File: src/hdl/ssab_pkg.sv
// Shared types and constants for the scaled sprite alpha blitter.
// No dependencies; the top level, ssab_coord and ssab_mix import this package.
package ssab_pkg;

   localparam int DEF_MAX_SPRITE_SIDE = 64;
   localparam int DEF_MAX_SCREEN_SIDE = 4096;
   localparam int DEF_MAX_SCALE       = 8;

   localparam int PIX_W       = 32;
   localparam int CHAN_W      = 8;
   localparam int COORD_W     = 12;
   localparam int ADDR_W      = 12;
   localparam int STORE_DEPTH = 4096;
   localparam int DX_W        = 14;
   localparam int CMP_W       = 14;
   localparam int SCR_CFG_W   = 13;
   localparam int SPR_CFG_W   = 7;
   localparam int POS_CFG_W   = 13;
   localparam int SCL_CFG_W   = 4;
   localparam int CSR_IDX_W   = 3;
   localparam int CSR_DATA_W  = 13;

   localparam logic [CHAN_W-1:0] ALPHA_CLEAR  = 8'h00;
   localparam logic [CHAN_W-1:0] ALPHA_OPAQUE = 8'hFF;

   localparam logic REQ_LOAD  = 1'b0;
   localparam logic REQ_BLEND = 1'b1;

   typedef enum logic [CSR_IDX_W-1:0] {
      REG_SCREEN_WIDTH  = 3'd0,
      REG_SCREEN_HEIGHT = 3'd1,
      REG_SPRITE_WIDTH  = 3'd2,
      REG_SPRITE_HEIGHT = 3'd3,
      REG_PLACE_X       = 3'd4,
      REG_PLACE_Y       = 3'd5,
      REG_SCALE_FACTOR  = 3'd6
   } reg_index_type;

   typedef struct packed {
      logic [SCR_CFG_W-1:0] screen_width;
      logic [SCR_CFG_W-1:0] screen_height;
      logic [SPR_CFG_W-1:0] sprite_width;
      logic [SPR_CFG_W-1:0] sprite_height;
      logic [POS_CFG_W-1:0] place_x;
      logic [POS_CFG_W-1:0] place_y;
      logic [SCL_CFG_W-1:0] scale_factor;
   } cfg_type;

   // Beat leaving the coordinate pipe: a texel write or a blend lookup.
   typedef struct packed {
      logic              valid;
      logic              is_load;
      logic              covered;
      logic [ADDR_W-1:0] addr;
      logic [PIX_W-1:0]  data;
   } addr_beat_type;

   // Blend beat aligned with the texel store read data.
   typedef struct packed {
      logic             valid;
      logic             covered;
      logic [PIX_W-1:0] dest;
   } blend_beat_type;

endpackage

File: src/hdl/ssab_coord.sv
// Coordinate pipe: clipping, rectangle test and texel address, four stages.
// Depends on ssab_pkg.
module ssab_coord #(
   parameter int MAX_SPRITE_SIDE = ssab_pkg::DEF_MAX_SPRITE_SIDE,
   parameter int MAX_SCREEN_SIDE = ssab_pkg::DEF_MAX_SCREEN_SIDE,
   parameter int MAX_SCALE       = ssab_pkg::DEF_MAX_SCALE
) (
   input  logic                          clock,
   input  logic                          reset,
   input  ssab_pkg::cfg_type             cfg,
   input  logic                          req_valid,
   output logic                          req_stall,
   input  logic                          req_type,
   input  logic [ssab_pkg::COORD_W-1:0]  req_texel_index,
   input  logic [ssab_pkg::PIX_W-1:0]    req_texel_value,
   input  logic [ssab_pkg::COORD_W-1:0]  req_pixel_x,
   input  logic [ssab_pkg::COORD_W-1:0]  req_pixel_y,
   input  logic [ssab_pkg::PIX_W-1:0]    req_dest_pixel,
   input  logic                          down_en,
   output ssab_pkg::addr_beat_type       beat
);

   import ssab_pkg::*;

   localparam int SCR_W = $clog2(MAX_SCREEN_SIDE + 1);
   localparam int SPR_W = $clog2(MAX_SPRITE_SIDE + 1);
   localparam int SCL_W = $clog2(MAX_SCALE + 1);
   localparam int EXT_W = SPR_W + SCL_W;
   localparam int K     = EXT_W + SCL_W;
   localparam int R_W   = K + 1;
   localparam int PRD_W = EXT_W + R_W;
   localparam int IDX_W = 2 * SPR_W;
   localparam int SPR_T = 9;
   localparam int SCL_T = 5;

   // reciprocal table, ceil(2^K / s), exact quotient for any in-range offset
   logic [R_W-1:0] rcp_tab [2**SCL_W];
   for (genvar s = 0; s < 2**SCL_W; s++) begin : g_rcp
      localparam int D   = (s == 0) ? 1 : s;
      localparam int RCP = ((2**K) + D - 1) / D;
      assign rcp_tab[s] = R_W'(RCP);
   end

   // derived configuration
   logic [CMP_W-1:0] scr_w_t, scr_h_t;
   logic [SPR_T-1:0] spr_w_t, spr_h_t;
   logic [SCL_T-1:0] scl_t;
   logic [SCR_W-1:0] scr_w_in, scr_h_in, scr_w_ff, scr_h_ff;
   logic [SPR_W-1:0] spr_w_in, spr_h_in, spr_w_ff;
   logic [SCL_W-1:0] scl_in;
   logic [EXT_W-1:0] ext_w_in, ext_h_in, ext_w_ff, ext_h_ff;
   logic [R_W-1:0]   rcp_in, rcp_ff;

   always_comb begin
      scr_w_t = CMP_W'(cfg.screen_width);
      scr_h_t = CMP_W'(cfg.screen_height);
      spr_w_t = SPR_T'(cfg.sprite_width);
      spr_h_t = SPR_T'(cfg.sprite_height);
      scl_t   = SCL_T'(cfg.scale_factor);
      if (scr_w_t > CMP_W'(MAX_SCREEN_SIDE)) begin
         scr_w_t = CMP_W'(MAX_SCREEN_SIDE);
      end
      if (scr_h_t > CMP_W'(MAX_SCREEN_SIDE)) begin
         scr_h_t = CMP_W'(MAX_SCREEN_SIDE);
      end
      if (spr_w_t > SPR_T'(MAX_SPRITE_SIDE)) begin
         spr_w_t = SPR_T'(MAX_SPRITE_SIDE);
      end
      if (spr_h_t > SPR_T'(MAX_SPRITE_SIDE)) begin
         spr_h_t = SPR_T'(MAX_SPRITE_SIDE);
      end
      if (scl_t > SCL_T'(MAX_SCALE)) begin
         scl_t = SCL_T'(MAX_SCALE);
      end
      if (scl_t == '0) begin
         scl_t = SCL_T'(1);
      end
      scr_w_in = SCR_W'(scr_w_t);
      scr_h_in = SCR_W'(scr_h_t);
      spr_w_in = SPR_W'(spr_w_t);
      spr_h_in = SPR_W'(spr_h_t);
      scl_in   = SCL_W'(scl_t);
      ext_w_in = EXT_W'(spr_w_in) * EXT_W'(scl_in);
      ext_h_in = EXT_W'(spr_h_in) * EXT_W'(scl_in);
      rcp_in   = rcp_tab[scl_in];
   end

   always_ff @(posedge clock) begin
      scr_w_ff <= scr_w_in;
      scr_h_ff <= scr_h_in;
      spr_w_ff <= spr_w_in;
      ext_w_ff <= ext_w_in;
      ext_h_ff <= ext_h_in;
      rcp_ff   <= rcp_in;
   end

   // stage enables
   logic en1, en2, en3, en4;
   logic v1_ff, v2_ff, v3_ff, v4_ff;

   assign en4       = !v4_ff || down_en;
   assign en3       = !v3_ff || en4;
   assign en2       = !v2_ff || en3;
   assign en1       = !v1_ff || en2;
   assign req_stall = reset || !en1;

   // stage 1: capture
   logic               typ1_ff;
   logic [ADDR_W-1:0]  tidx1_ff;
   logic [PIX_W-1:0]   data1_ff;
   logic [COORD_W-1:0] px1_ff, py1_ff;

   always_ff @(posedge clock) begin
      if (reset) begin
         v1_ff <= 1'b0;
      end else if (en1) begin
         v1_ff <= req_valid;
      end
      if (en1) begin
         typ1_ff  <= req_type;
         tidx1_ff <= ADDR_W'(req_texel_index);
         data1_ff <= (req_type == REQ_LOAD) ? req_texel_value : req_dest_pixel;
         px1_ff   <= req_pixel_x;
         py1_ff   <= req_pixel_y;
      end
   end

   // stage 2: offsets from the sprite corner, screen clip
   logic              typ2_ff, onscr2_ff;
   logic [ADDR_W-1:0] tidx2_ff;
   logic [PIX_W-1:0]  data2_ff;
   logic [DX_W-1:0]   dx2_ff, dy2_ff;
   logic [DX_W-1:0]   dx2_in, dy2_in;
   logic              onscr2_in;

   always_comb begin
      dx2_in = DX_W'(px1_ff) - {cfg.place_x[POS_CFG_W-1], cfg.place_x};
      dy2_in = DX_W'(py1_ff) - {cfg.place_y[POS_CFG_W-1], cfg.place_y};
      onscr2_in = (CMP_W'(px1_ff) < CMP_W'(scr_w_ff)) &&
                  (CMP_W'(py1_ff) < CMP_W'(scr_h_ff));
   end

   always_ff @(posedge clock) begin
      if (reset) begin
         v2_ff <= 1'b0;
      end else if (en2) begin
         v2_ff <= v1_ff;
      end
      if (en2) begin
         typ2_ff   <= typ1_ff;
         tidx2_ff  <= tidx1_ff;
         data2_ff  <= data1_ff;
         dx2_ff    <= dx2_in;
         dy2_ff    <= dy2_in;
         onscr2_ff <= onscr2_in;
      end
   end

   // stage 3: rectangle test, divide by scale through the reciprocal
   logic              typ3_ff, cov3_ff;
   logic [ADDR_W-1:0] tidx3_ff;
   logic [PIX_W-1:0]  data3_ff;
   logic [SPR_W-1:0]  qx3_ff, qy3_ff;
   logic [CMP_W-1:0]  dxm, dym;
   logic              cov3_in;
   logic [PRD_W-1:0]  prd_x, prd_y;

   always_comb begin
      dxm = {1'b0, dx2_ff[DX_W-2:0]};
      dym = {1'b0, dy2_ff[DX_W-2:0]};
      cov3_in = onscr2_ff && !dx2_ff[DX_W-1] && !dy2_ff[DX_W-1] &&
                (dxm < CMP_W'(ext_w_ff)) && (dym < CMP_W'(ext_h_ff));
      prd_x = PRD_W'(dx2_ff[EXT_W-1:0]) * PRD_W'(rcp_ff);
      prd_y = PRD_W'(dy2_ff[EXT_W-1:0]) * PRD_W'(rcp_ff);
   end

   always_ff @(posedge clock) begin
      if (reset) begin
         v3_ff <= 1'b0;
      end else if (en3) begin
         v3_ff <= v2_ff;
      end
      if (en3) begin
         typ3_ff  <= typ2_ff;
         tidx3_ff <= tidx2_ff;
         data3_ff <= data2_ff;
         cov3_ff  <= cov3_in;
         qx3_ff   <= prd_x[K +: SPR_W];
         qy3_ff   <= prd_y[K +: SPR_W];
      end
   end

   // stage 4: row major texel address, or the load's own texel index
   logic [IDX_W-1:0]  idx4;
   logic              typ4_ff, cov4_ff;
   logic [ADDR_W-1:0] addr4_ff;
   logic [PIX_W-1:0]  data4_ff;

   assign idx4 = IDX_W'(qy3_ff) * IDX_W'(spr_w_ff) + IDX_W'(qx3_ff);

   always_ff @(posedge clock) begin
      if (reset) begin
         v4_ff <= 1'b0;
      end else if (en4) begin
         v4_ff <= v3_ff;
      end
      if (en4) begin
         typ4_ff  <= typ3_ff;
         cov4_ff  <= cov3_ff && (typ3_ff == REQ_BLEND);
         addr4_ff <= (typ3_ff == REQ_LOAD) ? tidx3_ff : ADDR_W'(idx4);
         data4_ff <= data3_ff;
      end
   end

   always_comb begin
      beat.valid   = v4_ff;
      beat.is_load = (typ4_ff == REQ_LOAD);
      beat.covered = cov4_ff;
      beat.addr    = addr4_ff;
      beat.data    = data4_ff;
   end

endmodule

File: config.mk
export PLATFORM = sky130hd
export DESIGN_NAME = ssab_coord
export DESIGN_NICKNAME = d
export VERILOG_FILES = /design/src/hdl/ssab_pkg.sv /design/src/hdl/ssab_coord.sv
export SDC_FILE = /design/constraint.sdc
export NUM_CORES = 1
export LEC_CHECK = 0
export BUFFER_PORTS_ARGS = -buffer_cell sky130_fd_sc_hd__buf_2
export CAP_MARGIN = 20
export CORE_MARGIN = 2
export CORE_UTILIZATION = 30
export DETAILED_ROUTE_END_ITERATION = 10
export HOLD_SLACK_MARGIN = 0.1
export PLACE_DENSITY = 0.52
export SETUP_SLACK_MARGIN = 0.4
export SLEW_MARGIN = 20
export SYNTH_ARGS = -nofsm -noshare
export SYNTH_HDL_FRONTEND = slang
export SYNTH_SLANG_ARGS = --single-unit
export TNS_END_PERCENT = 50
File: constraint.sdc
create_clock -name clock -period 5.65 [get_ports clock]
set_input_delay 1.13 -clock clock [delete_from_list [all_inputs] [get_ports clock]]
set_output_delay 1.13 -clock clock [all_outputs]
set_load 0.005 [all_outputs]
==> impl_results.md <==
- Outcome: finished, final reports clean
- DR iter-0 viols: 602
- Worst-path maximum fanout: 9
- Layout overhead on the synthesized area: 18.21%
- # setup viols final: 0
- Worst Tran Pin Value: ~1.1 ns
- Clock sink count: about 320
- Drt drc: 0
- Drt pass-1 iters: 5
- Largest net degree at the start of global routing: 76
- Gr usage total: 0.1358
- Library cells used by synthesis: 60
- Skew final: approximately 0.023 ns
- Drt total wl: between 50000 and 60000 um
- TritonCTS buffer count: 35
- RePlAce Congestion: approximately 0.8
- Share of the synthesized area in the top cell type: 0.3049
- CTS Hold Buffers Added: 0
- Critical Path RT: approximately 6 ns
- Crit path time final: roughly 5 ns
- CTS tree: yes
- Port Buf Inserts: approximately 220
- Type of the worst min-delay path: reg -> reg
- Tcrit/Tclk final: 0.9099
- H-tree depth: 2
- Most common cell in the netlist: inv_1
- Die Wd: between 200 and 300 um
- Worst IR drop on VDD: approximately 0.00021 V
- Top Ports: between 200 and 250
- CTS root buf: clkbuf_16
- Sequential fraction of the synthesis area: 0.3661
- Final hold violation count: 0
- Leak: 13.44 nW
- CTS max path bufs: 3
- Vias: between 15000 and 20000
- Top cells by count, synth: 445 x inv_1, 284 x fa_1, 249 x edfxtp_1
- Post-detailed-route count of antenna-violating nets: 0
- Worst skew pair latency: between 0.5 and 0.6 ns
- DPL Wire Length: about 43000 um
- Layout cells sized above 1: 0.1916
- Pwr Density: about 320 mW/mm2
- Post-synth EDFFs: between 200 and 250
- WL per Instance: roughly 16 um
- WS Path Type: reg -> reg
- Synthesized area per cell: around 11 um2
- Synth Warn #: 0
- Gate Count Post-Synth: 2224
- Crit path capture type: flop
- Unrepaired setup endpoints after global routing: yes
- Slew Limit Fails: 0
- Antenna violations before repair: 2
- GRT overflow: 0
- Yosys top cell by area: edfxtp_1
- Synth Net Count: between 2000 and 3000
- Die height: slightly below 300 um
- Setup TNS: 0 ns
- Slew headroom: 0.2934
- Final #Nets: roughly 3200
- Crit path launch type: flop
- First-pass GRT wire length: between 90000 and 100000 um
- Vias in the first global route: between 15000 and 20000
- Die area: ~0.084 mm2
- Core box area: 0.08068 mm2
- Area contributors post-synth: edfxtp_1 30%, fa_1 23%, ha_1 10%
- Asr flop ratio synth: 0
- Std cell rows: about 100
- Clock transition at path regs: about 0.060 ns
- Synth Flop Type: edfxtp_1
- Util after Layout: 0.3594
- Initial Util: 0.3040
- Via-to-Cell Ratio: 4.373
- Yosys reg bits: about 320
- # Max-Cap Violations: 0
- CP arrival: 5.41 ns
- Mapped cell area: 0.02453 mm2
- Fmax: between 0.15 and 0.2 GHz
==> placed cells by master (no fill, tap or decap), drive strengths merged, types with 7 or more instances in the layout <==
cell	instances
xnor2	55
a21oi	49
a21o	25
ha	205
nand2	239
nor3	7
mux2	40
nand2b	21
nor2b	49
dfxtp	75
edfxtp	249
fa	284
o21bai	9
clkinv	18
o21a	13
o21ai	31
clkbuf	40
nand3	7
nor2	61
inv	448
a211oi	9
buf	320
and2	195
xor2	21
==> cells by family (layout without fill, tap and decap cells) <==
kind of cell             Yosys count  in the layout  synth area share
AO/OA/AOI/OAI                    165            165           0.04566
adder cells (fa/ha/maj)          489            489            0.3364
XOR/XNOR                          76             76           0.02714
AND/OR/NAND/NOR                  608            608            0.1256
multiplexers                      42             42           0.01918
other                              0              1                 0
buffers and inverters            520            832           0.07994
flip-flops                       324            324            0.3661
==> stage by stage <==
step,hold WS [ns],total power [W],worst slack (ns),instances,area (um2)
floorplan,0.4003,0.005739,0.4968,2224,24530
global placement,0.4006,0.006790,0.05234,3489,27190
detailed placement,0.4045,0.006845,-0.007249,3490,27210
CTS,0.4159,0.009249,0.3490,3585,28660
global route,0.4167,0.01003,0.2253,3597,28990
finish,0.4150,0.009178,0.5089,3597,28990
==> critical path: stages (launching register included) <==
cell and delay [ns]:
edfxtp_1 0.37, buf_6 0.16, buf_4 0.15, buf_4 0.16, and2_1 0.17, fa_1 0.46
fa_1 0.58, fa_1 0.43, fa_1 0.49, inv_1 0.05, fa_1 0.47, inv_1 0.04
ha_1 0.31, a21o_1 0.19, a21oi_2 0.17, nand2_1 0.07, o21a_1 0.20, a21o_1 0.19
a21oi_2 0.15, xnor2_1 0.07
==> timing repair <==
action                                  CTS  global route
setup buffers                            31             8
gates cloned                              0             3
gates resized for setup                  24            45
pin swaps                                17            22
endpoints found under the setup margin   10            10
hold endpoints to repair                  0             0
==> power breakdown <==
group          switching (W)  internal [W]  leakage [nW]  total (W)
registers           0.000192       0.00294          3.27    0.00313
logic                0.00210       0.00175          9.64    0.00385
clock network       0.000996       0.00120         0.529    0.00220
total                0.00329       0.00589          13.4    0.00918
==> per-layer routing <==
| layer | GRT usage | up-vias | part of all wire |
|---|---|---|---|
| met4 | 0.04078 | 2 | 0.027 |
| met3 | 0.01432 | 76 | 0.031 |
| met2 | 0.2399 | 239 | 0.50 |
| met5 | 0 | - | 0.00023 |
| li1 | - | 7550 | - |
| met1 | 0.1750 | 7862 | 0.44 |
==> worst paths after layout <==
| kind | slack, ns | endpoint | startpoint | cells past startpoint |
|---|---|---|---|---|
| worst min register to register | 0.42 | data2_ff[22]$_DFFE_PP_ | data1_ff[22]$_DFFE_PN_ | 0 |
| worst max-delay path | 0.51 | qy3_ff[6]$_DFFE_PP_ | dy2_ff[5]$_DFFE_PP_ | 19 |
| worst max register to register | 0.51 | qy3_ff[6]$_DFFE_PP_ | dy2_ff[5]$_DFFE_PP_ | 19 |
| worst min-delay path | 0.42 | data2_ff[22]$_DFFE_PP_ | data1_ff[22]$_DFFE_PN_ | 0 |
==> registers in the layout, summed over array words and instances (netlist names), 13 cells and up <==
name and cells:
scr_w_ff 13, dx2_ff 14, data1_ff 32, dy2_ff 14, scr_h_ff 13, data4_ff 32
data2_ff 32, rcp_ff 16, data3_ff 32
==> cell type report <==
type / instances / area, um2
repair buffers: 323 / 2071
inverters: 445 / 1670
clock inverters: 27 / 212.7
flip-flops and latches: 324 / 9007
multi-input cells: 1380 / 13820
well taps: 1060 / 1326
fillers: 8076 / 51680
diodes: 1 / 2.502
clock buffers: 37 / 883.3
No activity file was read; power rests on OpenSTA's default activity.
