## src/hdl/ssab_pkg.sv

```systemverilog
// Shared types and constants for the scaled sprite alpha blitter.
// No dependencies; the top level, ssab_coord and ssab_mix import this package.
package ssab_pkg;

   localparam int DEF_MAX_SPRITE_SIDE = 64;
   localparam int DEF_MAX_SCREEN_SIDE = 4096;
   localparam int DEF_MAX_SCALE       = 8;

   localparam int PIX_W       = 32;
   localparam int CHAN_W      = 8;
   localparam int COORD_W     = 12;
   localparam int ADDR_W      = 12;
   localparam int STORE_DEPTH = 4096;
   localparam int DX_W        = 14;
   localparam int CMP_W       = 14;
   localparam int SCR_CFG_W   = 13;
   localparam int SPR_CFG_W   = 7;
   localparam int POS_CFG_W   = 13;
   localparam int SCL_CFG_W   = 4;
   localparam int CSR_IDX_W   = 3;
   localparam int CSR_DATA_W  = 13;

   localparam logic [CHAN_W-1:0] ALPHA_CLEAR  = 8'h00;
   localparam logic [CHAN_W-1:0] ALPHA_OPAQUE = 8'hFF;

   localparam logic REQ_LOAD  = 1'b0;
   localparam logic REQ_BLEND = 1'b1;

   typedef enum logic [CSR_IDX_W-1:0] {
      REG_SCREEN_WIDTH  = 3'd0,
      REG_SCREEN_HEIGHT = 3'd1,
      REG_SPRITE_WIDTH  = 3'd2,
      REG_SPRITE_HEIGHT = 3'd3,
      REG_PLACE_X       = 3'd4,
      REG_PLACE_Y       = 3'd5,
      REG_SCALE_FACTOR  = 3'd6
   } reg_index_type;

   typedef struct packed {
      logic [SCR_CFG_W-1:0] screen_width;
      logic [SCR_CFG_W-1:0] screen_height;
      logic [SPR_CFG_W-1:0] sprite_width;
      logic [SPR_CFG_W-1:0] sprite_height;
      logic [POS_CFG_W-1:0] place_x;
      logic [POS_CFG_W-1:0] place_y;
      logic [SCL_CFG_W-1:0] scale_factor;
   } cfg_type;

   // Beat leaving the coordinate pipe: a texel write or a blend lookup.
   typedef struct packed {
      logic              valid;
      logic              is_load;
      logic              covered;
      logic [ADDR_W-1:0] addr;
      logic [PIX_W-1:0]  data;
   } addr_beat_type;

   // Blend beat aligned with the texel store read data.
   typedef struct packed {
      logic             valid;
      logic             covered;
      logic [PIX_W-1:0] dest;
   } blend_beat_type;

endpackage

```

## src/hdl/ssab_mix.sv

```systemverilog
// Alpha blend pipe: channel products, then sum, select and result register.
// Depends on ssab_pkg.
module ssab_mix (
   input  logic                       clock,
   input  logic                       reset,
   input  ssab_pkg::blend_beat_type   blend,
   input  logic [ssab_pkg::PIX_W-1:0] texel,
   output logic                       take,
   output logic                       rsp_valid,
   input  logic                       rsp_stall,
   output logic [ssab_pkg::PIX_W-1:0] rsp_pixel_out,
   output logic                       rsp_covered
);

   import ssab_pkg::*;

   localparam int NCH   = 3;
   localparam int PROD_W = 2 * CHAN_W;
   localparam int SUM_W  = PROD_W + 1;

   logic en6, en_out;
   logic v6_ff, cov6_ff;
   logic [PIX_W-1:0]  tex6_ff, dest6_ff;
   logic [CHAN_W-1:0] alpha6_ff;
   logic [PROD_W-1:0] ps6_ff [NCH];
   logic [PROD_W-1:0] pd6_ff [NCH];
   logic [CHAN_W-1:0] alpha, inv;

   logic             rsp_valid_ff, rsp_covered_ff;
   logic [PIX_W-1:0] rsp_pixel_ff, pixel_in;
   logic [SUM_W-1:0] sum [NCH];

   assign en_out = !rsp_valid_ff || !rsp_stall;
   assign en6    = !v6_ff || en_out;
   assign take   = en6;

   assign alpha = texel[PIX_W-1 -: CHAN_W];
   assign inv   = ALPHA_OPAQUE - alpha;

   always_ff @(posedge clock) begin
      if (reset) begin
         v6_ff <= 1'b0;
      end else if (en6) begin
         v6_ff <= blend.valid;
      end
      if (en6) begin
         cov6_ff   <= blend.covered;
         tex6_ff   <= texel;
         dest6_ff  <= blend.dest;
         alpha6_ff <= alpha;
         for (int c = 0; c < NCH; c++) begin
            ps6_ff[c] <= PROD_W'(texel[c*CHAN_W +: CHAN_W]) * PROD_W'(alpha);
            pd6_ff[c] <= PROD_W'(blend.dest[c*CHAN_W +: CHAN_W]) * PROD_W'(inv);
         end
      end
   end

   always_comb begin
      for (int c = 0; c < NCH; c++) begin
         sum[c] = SUM_W'(ps6_ff[c]) + SUM_W'(pd6_ff[c]);
      end
      if (!cov6_ff || alpha6_ff == ALPHA_CLEAR) begin
         pixel_in = dest6_ff;
      end else if (alpha6_ff == ALPHA_OPAQUE) begin
         pixel_in = tex6_ff;
      end else begin
         pixel_in[PIX_W-1 -: CHAN_W] = ALPHA_OPAQUE;
         for (int c = 0; c < NCH; c++) begin
            pixel_in[c*CHAN_W +: CHAN_W] = sum[c][CHAN_W +: CHAN_W];
         end
      end
   end

   always_ff @(posedge clock) begin
      if (reset) begin
         rsp_valid_ff <= 1'b0;
      end else if (en_out) begin
         rsp_valid_ff <= v6_ff;
      end
      if (en_out) begin
         rsp_pixel_ff   <= pixel_in;
         rsp_covered_ff <= cov6_ff;
      end
   end

   assign rsp_valid     = rsp_valid_ff;
   assign rsp_pixel_out = rsp_pixel_ff;
   assign rsp_covered   = rsp_covered_ff;

endmodule
```

## config.mk

```make
export PLATFORM = sky130hd
export DESIGN_NAME = ssab_mix
export DESIGN_NICKNAME = d
export VERILOG_FILES = /design/src/hdl/ssab_pkg.sv /design/src/hdl/ssab_mix.sv
export SDC_FILE = /design/constraint.sdc
export NUM_CORES = 1
export LEC_CHECK = 0
export BUFFER_PORTS_ARGS = -buffer_cell sky130_fd_sc_hd__buf_2
export CAP_MARGIN = 20
export CORE_MARGIN = 4
export CORE_UTILIZATION = 41
export CTS_CLUSTER_DIAMETER = 30
export CTS_CLUSTER_SIZE = 16
export DETAILED_ROUTE_END_ITERATION = 10
export HOLD_SLACK_MARGIN = 0.12
export PLACE_DENSITY = 0.67
export SYNTH_ARGS = -nofsm -noshare
export SYNTH_HDL_FRONTEND = slang
export SYNTH_SLANG_ARGS = --single-unit
```

## constraint.sdc

```tcl
create_clock -name clock -period 9.17 [get_ports clock]
set_input_delay 1.3755 -clock clock [delete_from_list [all_inputs] [get_ports clock]]
set_output_delay 1.3755 -clock clock [all_outputs]
set_load 0.01 [all_outputs]
```

==> results of run 1 <==
-- Yosys cell counts, types with 3 or more instances --
master | instances | area, um2
inv_1 | 292 | 1096
ha_1 | 258 | 3228
fa_1 | 216 | 4324
edfxtp_1 | 194 | 5826
nor2b_1 | 176 | 1101
and2_1 | 159 | 994.7
a21oi_1 | 86 | 430.4
nand2_1 | 84 | 315.3
xnor2_1 | 79 | 691.9
nand2b_1 | 60 | 375.4
nor2_1 | 55 | 206.5
clkbuf_1 | 49 | 183.9
o21ai_0 | 30 | 150.1
nand3_1 | 22 | 110.1
o21a_1 | 19 | 142.6
nor3_1 | 16 | 80.08
or3_1 | 15 | 93.84
and3_1 | 13 | 81.33
a21o_1 | 11 | 82.58
xor2_1 | 10 | 87.58
a31oi_1 | 7 | 43.79
o211ai_1 | 7 | 52.55
a211oi_1 | 6 | 45.04
o31ai_1 | 6 | 45.04
or2_2 | 6 | 37.54
nand4_1 | 5 | 31.28
o41ai_1 | 5 | 43.79
nor4_1 | 4 | 25.02
a221oi_1 | 3 | 26.28
nor3b_1 | 3 | 22.52
o21bai_1 | 3 | 22.52
o22ai_1 | 3 | 18.77
-- registers in the layout, summed over array words and instances (netlist names) --
name and cells:
rsp_valid 1, ps6_ff 48, rsp_pixel_out 32, cov6_ff 1, tex6_ff 32, dest6_ff 32
rsp_covered 1, v6_ff 1, pd6_ff 48
-- worst max-delay path, stage by stage --
cell and delay (ns):
buf_2 0.78, nand2b_1 0.24, fa_1 0.45, fa_1 0.55, inv_1 0.05, fa_1 0.49
inv_1 0.05, fa_1 0.47, inv_1 0.04, ha_1 0.32, o21a_1 0.20, nor2_1 0.08
a21oi_1 0.06, a41o_1 0.26, o41ai_1 0.36, xnor2_1 0.11
-- path summary, 6_finish.rpt --
kind                                    from                end  slack, ns  depth (start not counted)
worst min register to register  dest6_ff[31]  rsp_pixel_out[31]       0.51                          1
worst max register to register   tex6_ff[29]  rsp_pixel_out[10]       6.40                          7
worst max-delay path               texel[27]      pd6_ff[0][14]       3.46                         16
worst min-delay path            dest6_ff[31]  rsp_pixel_out[31]       0.51                          1
-- cell families (layout without fill, tap and decap cells) --
group	after synthesis	after routing	share of synthesized area [%]
multiplexers	2	2	0.09847
AND/OR/NAND/NOR	621	621	17.21
XOR/XNOR	89	89	3.834
AO/OA/AOI/OAI	210	210	6.572
adder cells (fa/ha/maj)	474	474	37.14
other	0	1	0
flip-flops	196	196	28.85
buffers and inverters	341	438	6.295
-- cell type report --
class | instances | area (um2)
Clock inverter | 15 | 181.4
Clock buffer | 17 | 425.4
Sequential cell | 196 | 5866
Inverter | 292 | 1096
Tap cell | 664 | 830.8
Antenna cell | 1 | 2.502
Multi-Input combinational cell | 1396 | 13210
Timing Repair Buffer | 114 | 598.1
Fill cell | 4581 | 26740
-- power by group through the flow --
stage	clock network [mW]	registers (mW)	logic [mW]
floorplan	0	1.49	2.30
global route	0.834	1.52	3.45
detailed placement	0	1.52	2.99
CTS	0.800	1.50	3.02
finish	0.778	1.50	3.00
global placement	0	1.52	2.90
-- per-layer routing --
| metal | GRT usage [%] | share of wire (%) | up-vias |
|---|---|---|---|
| li1 | - | - | 6506 |
| met1 | 22.99 | 44 | 6951 |
| met2 | 31.64 | 50 | 274 |
| met3 | 2.690 | 4.3 | 37 |
| met4 | 4.435 | 1.5 | 0 |
| met5 | 0 | 0 | - |
-- stage by stage --
stage | hold WS [ns] | power [mW] | instance area (um2)
2_1_floorplan | 0.4376 | 3.793 | 20330
3_3_place_gp | 0.4810 | 4.422 | 21600
3_5_place_dp | 0.4864 | 4.514 | 21600
4_1_cts | 0.5058 | 5.325 | 22210
5_1_grt | 0.5119 | 5.807 | 22210
6_report | 0.5057 | 5.275 | 22210
==> results list, run 1 <==
* Result of the run: complete, no violations
* Via/cell ratio: 5.109
- Antenna Nets Post-Route: 0
- Width of the die: about 230 um
* Via count of the first global-routing pass: 14720
- Maximum frequency from static timing analysis: 0.1751 GHz
- In the layout the commonest cells are inv_1 (292), ha_1 (258), fa_1 (216).
- Worst vdd rail ir drop: about 120 uV
- The routed layout has 13770 vias.
- # hold bufs at CTS: 0
- Number of max-cap violations: 0
- Switching part of the total: 40.94%
- Data required, critical path: 9.39 ns
- Clock power share: between 10 and 15%
- Final estimated routing congestion in global placement: 0.8561
- Flop and latch count out of synthesis: about 200
- Fraction of synthesis flops using an asynchronous set or reset pin: 0%
* Total I/O pin count: 104
* Final hold viol count: 0
* Category of the worst setup path launch point: input pin
* Post CTS Setup Buffer Count: 0
- The clock arrives with ~0.012 ns of skew.
- Clk root buf: clkbuf_16
- The most used flip-flop cell after synthesis is edfxtp_1.
- Post-layout utilization of the core: a little under half
- Number of design rule violations left after detail routing: 0
* First-pass GRT wire length: 75940 um
- Clock latency on the worst-skew pair, taken at its later pin, is approximately 0.47 ns.
- Syn-to-layout area delta: 9.231%
- Setup violations remaining at the end of the flow were counted as 0.
* Count of final max-slew check failures: 0
* Iteration count of the initial detailed-routing pass: 5
* P_sw: between 2 and 2.5 mW
- Sequential cells account for ~28% of the total power.
* GR Util All Layers: 17.84%
* Inserted Clock Buffers: 17
- OpenSTA, run right after detailed placement, puts the worst setup slack at approximately 3.0 ns.
- Core ar.: 48950 um2
* CP Class: input pin to register
- Gate count after technology mapping: ~1900
- Entering global routing, the biggest net connects 73 pins.
* Post-route minimum period: 5.712 ns
- Initial core utilization: 41.54%
- Maximum level of the CTS H-tree: 4
- Post-cts sizing count: 0
* Proportion of layout cells with a drive suffix above 1: 8.030%
- The final layout contains 2560 nets.
- The number of nets handed over by synthesis was 2476.
- STA classifies the critical path endpoint as a register.
* Initial antenna violation count: 0
- CP Max Fanout: 49
- Number of distinct library cell variants in the gate-level netlist after synthesis: 54
* Detailed Route Iter0 Violations: 685
- The worst path uses a little over 60% of the clock period.
* Power density normalized to cell area: 237.5 nW/um2
* Height of the chip: 230.7 um
* Data arrival time at the worst-slack endpoint: 5.93 ns
- Leading cell type in the layout, fill and taps excluded: inv_1
* Number of port buffers: 103
- For this run the aggregate overflow at the end of global routing stands at 0.
- Setup slack on the critical path of the routed design comes to 3.458 ns.
- The clock net in this run drives a total of 196 sinks.
- Number of enable-type register cells in the synthesized netlist: 194
- Max Buffers Root-to-Sink: 2
- The mapped netlist covers 20330 um2.
- Final routed wirelength across all metal layers: ~46000 um
- After detailed placement, the design holds a cell count of about 2700.
* Hold WC Path Type: register to register
- At the pin with the least slew margin, the transition time is 1.071 ns.
- Combinational share of power: 56.8%
- Detail-routed net length per standard cell: 16.89 um
* Leakage power: 10.30 nW
- Total Die Area: 53220 um2
- Setup repair after global routing left no endpoint under its margin.
- Setup TNS: 0 ns
- The initialized floorplan defines 81 standard-cell rows.
- Averaged over all synthesized cells, the footprint is about 11 um2.
- The internal portion of the total power is 3.116 mW.
- Half-perimeter wire length of the detailed placement result: between 30000 and 40000 um
- The share of the Yosys chip area taken by registers is 28.85%.
- Clock tree from TritonCTS: built
- Leaving out filler cells and counting taps, the final layout contains 2695.
* Clock-pin slew on the worst setup and hold paths: 0.08 ns
* Number of warnings reported in the yosys synthesis log: 0
* Slew Limit Headroom: 28.61%
Note: power is estimated with default switching activity, not from simulation.
==> run 2, diff against run 1 <==
--- a/config.mk
+++ b/config.mk
@@ -5,6 +5,7 @@
 export SDC_FILE = /design/constraint.sdc
 export NUM_CORES = 1
 export LEC_CHECK = 0
+export ABC_AREA = 1
 export BUFFER_PORTS_ARGS = -buffer_cell sky130_fd_sc_hd__buf_2
 export CAP_MARGIN = 20
 export CORE_MARGIN = 4
@@ -13,7 +14,7 @@
 export CTS_CLUSTER_SIZE = 16
 export DETAILED_ROUTE_END_ITERATION = 10
 export HOLD_SLACK_MARGIN = 0.12
-export PLACE_DENSITY = 0.67
+export PLACE_DENSITY = 0.69
 export SYNTH_ARGS = -nofsm -noshare
 export SYNTH_HDL_FRONTEND = slang
 export SYNTH_SLANG_ARGS = --single-unit
==> constraint.sdc (replaced) <==
create_clock -name clock -period 4.75 [get_ports clock]
set_input_delay 0.7125 -clock clock [delete_from_list [all_inputs] [get_ports clock]]
set_output_delay 0.7125 -clock clock [all_outputs]
set_load 0.01 [all_outputs]
==> results list, run 2 <==
- Width of the die: 240.0 um (+4.0%)
- The pin slew with the least headroom to its limit came to 0.8237 ns (-0.2471 ns).
- Power density normalized to cell area: 485.9 nW/um2 (+100%)
- List of cells traversed by the critical path: buf_2 -> buf_4 -> nand2_1 -> fa_1 -> fa_1 -> inv_1 -> fa_1 -> inv_1 -> fa_1 -> inv_1 -> ha_1 -> nand2_1 -> o21ai_0 -> nand2_1 -> o211ai_1 -> xor2_1
- Final estimated routing congestion in global placement: 0.9308 (+8.7%)
- The number of antenna-violating nets in the routed design is 0 (unchanged).
- The post-synthesis sequential area ratio was 26.59% (-2.3 points).
- The post-synthesis net count was 3258 (+32%).
* Final worst clock skew: 0.01473 ns (+0.002423 ns)
* Leading cell type in the layout, fill and taps excluded: nand2_1
- Post CTS Setup Buffer Count: 0 (unchanged)
- Library cell with the largest summed area after synthesis: edfxtp_1
- Clock-pin slew on the worst setup and hold paths: 0.08 ns (about the same)
- The cts-stage hold buffer count was 0 (unchanged).
- CP max stage cell: fa_1
- Fillers: 5211 (+14%)
- Iteration count of the initial detailed-routing pass: 6 (+1)
- The number of setup violations in the final report was 0 (unchanged).
- CP Class: input pin to register
* CP most frequent cell: fa_1
- The maximum buffer depth of the clock tree was 2 (unchanged).
- The via count of the routed design is 17050 (+24%).
- The area of the core is 52870 um2 (+8.0%).
- CP Max Fanout: 10 (-80%)
- The worst hold slack across all endpoints was 0.3885 ns (-0.1172 ns).
* Buffer and inverter count on the worst path: 5 (+1)
- Number of distinct library cell variants in the gate-level netlist after synthesis: 34 (-37%)
- The number of standard-cell rows in the floorplan was 84 (+3.7%).
* Slew Limit Headroom: 45.01% (+16 points)
- Total gr overflow: 0 (unchanged)
- The flow ran to the end, and the final reports show no timing, DRC or antenna violations.
- Post-route minimum period: between 4 and 5 ns
- Clk root buf: clkbuf_16
- Highest cell delay on the worst timing path: 0.54 ns (-0.24 ns)
- Via count of the first global-routing pass: 16700 (+13%)
* GR Util All Layers: 19.63% (+1.8 points)
* Library cell with the highest instance count after synthesis: nand2_1
- Initial antenna violation count: 4 (+4)
- The number of H-tree levels came to 4 (unchanged).
* HP Start: reset
- Based on the critical path, the design can be clocked at up to 0.2384 GHz.
- The top-level port count came to 104 (unchanged).
- Syn-to-layout area delta: 9.998%
- The count of yosys warnings during synthesis came to 0 (unchanged).
* Post-cts sizing count: 0 (unchanged)
- Gate count after technology mapping: 2715 (+40%)
- The number of max-slew violations in the final report came to 0 (unchanged).
- Setup repair after global routing left no endpoint under its margin.
- Final hold viol count: 0 (unchanged)
- Number of design rule violations left after detail routing: 0 (unchanged)
- The arrival time of data at the critical path endpoint is 4.45 ns (-1.48 ns).
* Clock tree from TritonCTS: built
- Worst setup EP type: register
- The maximum number of pins on one net before global-route repair came to 57 (-22%).
* Skew-Pair Late Insertion Delay: 0.50 ns (+0.03 ns)
- Leakage power: 13.63 nW (+32%)
- Netlist area before placement: 22060 um2 (+8.5%)
- The worst reg-to-reg setup slack is 2.45 ns (-3.95 ns).
- The total die area was 57590 um2 (+8.2%).
* Height of the chip: 240.0 um (+4.0%)
- Number of max-cap violations: 0 (unchanged)
- The maximum resistive drop on vdd is 328.5 uV (+170%).
- Commonest cells after routing, fill and taps aside: nand2_1 (660), inv_1 (622), nor2_1 (314)
* First-pass GRT wire length: 87970 um (+16%)
- Launch point of the worst path: texel[27]
* Final nets: 3368 (+32%)
- The total wire length after detailed routing came to 54370 um (+19%).
- The final HPWL from detailed placement is 44680 um (+33%).
- The path class of the tightest hold or removal check is input pin to register.
- The data required time of the worst path was 5.01 ns (-4.38 ns).
- In the synthesized netlist the dominant register cell turns out to be edfxtp_1.
- Fraction of synthesis flops using an asynchronous set or reset pin: 0% (unchanged)
- Proportion of netlist area held by the largest area contributor: 26.41% (-2.2 points)
- Post-synthesis average cell area: 8.126 um2 (-23%)
- Worst path top cell family by delay: adder cells
* Count of clock tree sinks: 196 (unchanged)
* Detail-routed net length per standard cell: 15.42 um (-8.8%)
* Worst reg2reg path startpoint: tex6_ff[31]
- Design area: 24270 um2 (+9.3%)
* Proportion of layout cells with a drive suffix above 1: 7.963% (-0.066 points)
- Category of the worst setup path launch point: input pin
- Initial core utilization: 41.73% (+0.20 points)
- The vias per cell came to 4.834 (-5.4%).
- Portion of the clock cycle consumed by the worst path in the final layout: 88.30%
* Main area contributors after synthesis: edfxtp_1 (26%), fa_1 (20%), ha_1 (15%), nand2_1 (11%), inv_1 (11%)
- Number of port buffers: 103 (unchanged)
* Leading cell types by count after synthesis: nand2_1 (661), inv_1 (622), nor2_1 (314), ha_1 (258), fa_1 (216)
- The post-detailed-placement cell area was 23700 um2 (+9.7%).
- Flop and latch count out of synthesis: 196 (unchanged)
* Setup TNS: 0 ns (unchanged)
* Inserted Clock Buffers: 17 (unchanged)
- The number of enable flip-flop cells after synthesis came to 194 (unchanged).
- The largest registers in the layout are pd6_ff x48, ps6_ff x48.
* Detailed Route Iter0 Violations: 990 (+45%)
==> run 2: area by class of cell <==
type | count | area (um2) | area share [%]
Antenna cell | 1 | 2.502 | 0.01031
Sequential cell | 196 | 5866 | 24.17
Tap cell | 688 | 860.8 | 3.547
Inverter | 624 | 2342 | 9.651
Clock inverter | 14 | 141.4 | 0.5826
Clock buffer | 18 | 429.2 | 1.768
Multi-Input combinational cell | 1821 | 13510 | 55.66
Timing Repair Buffer | 165 | 1119 | 4.609
==> run 2: worst paths after layout <==
check                                          to  cells past startpoint
worst max-delay path                ps6_ff[0][29]                     16
worst min-delay path                        v6_ff                      2
worst min register to register          rsp_valid                      2
worst max register to register  rsp_pixel_out[13]                      7
==> run 2: layer usage <==
metal  up-vias  share of wire, %  GRT usage [%]
met2       430                46          31.53
li1       8484                 -              -
met5         -             0.024              0
met3        91               6.0          4.393
met4         2               3.2          6.628
met1      8042                45          26.42
==> run 2: worst register-to-register path, cell delays in order (launching register included) <==
cell and delay (ns):
edfxtp_1 0.40, nor2_1 0.12, nand2_1 0.09, o21ai_4 0.56
buf_4 0.54, nor2_1 0.17, nand2_1 0.10, nand2_1 0.07
==> run 2: power by group <==
part | leakage [nW] | internal, mW | switching [mW] | total [mW]
Clock | 0.279 | 0.736 | 0.741 | 1.48
Combinational | 11.3 | 2.83 | 4.57 | 7.40
Sequential | 2.09 | 2.68 | 0.235 | 2.91
Total | 13.6 | 6.24 | 5.55 | 11.8
==> run 2: cell families (layout without fill, tap and decap cells) <==
kind of cell,count (synthesis),count (layout),share of synthesized area (%)
simple gates,1126,1126,20.35
other cells,0,1,0
flops,196,196,26.59
compound gates,146,146,3.567
fa+ha+maj,474,474,34.23
buf+inv,698,821,12.29
xor+xnor,75,75,2.977
==> run 2: per-stage QoR <==
step	worst slack [ns]	total power [mW]	utilization [%]	std cells
floorplan	0.2061	8.391	-	2715
global route	0.3268	13.11	45.90	3526
finish	0.5556	11.79	45.91	3527
detailed placement	0.04902	10.34	44.82	3494
CTS	0.5982	11.88	45.90	3526
global placement	0.1027	10.26	44.78	3493
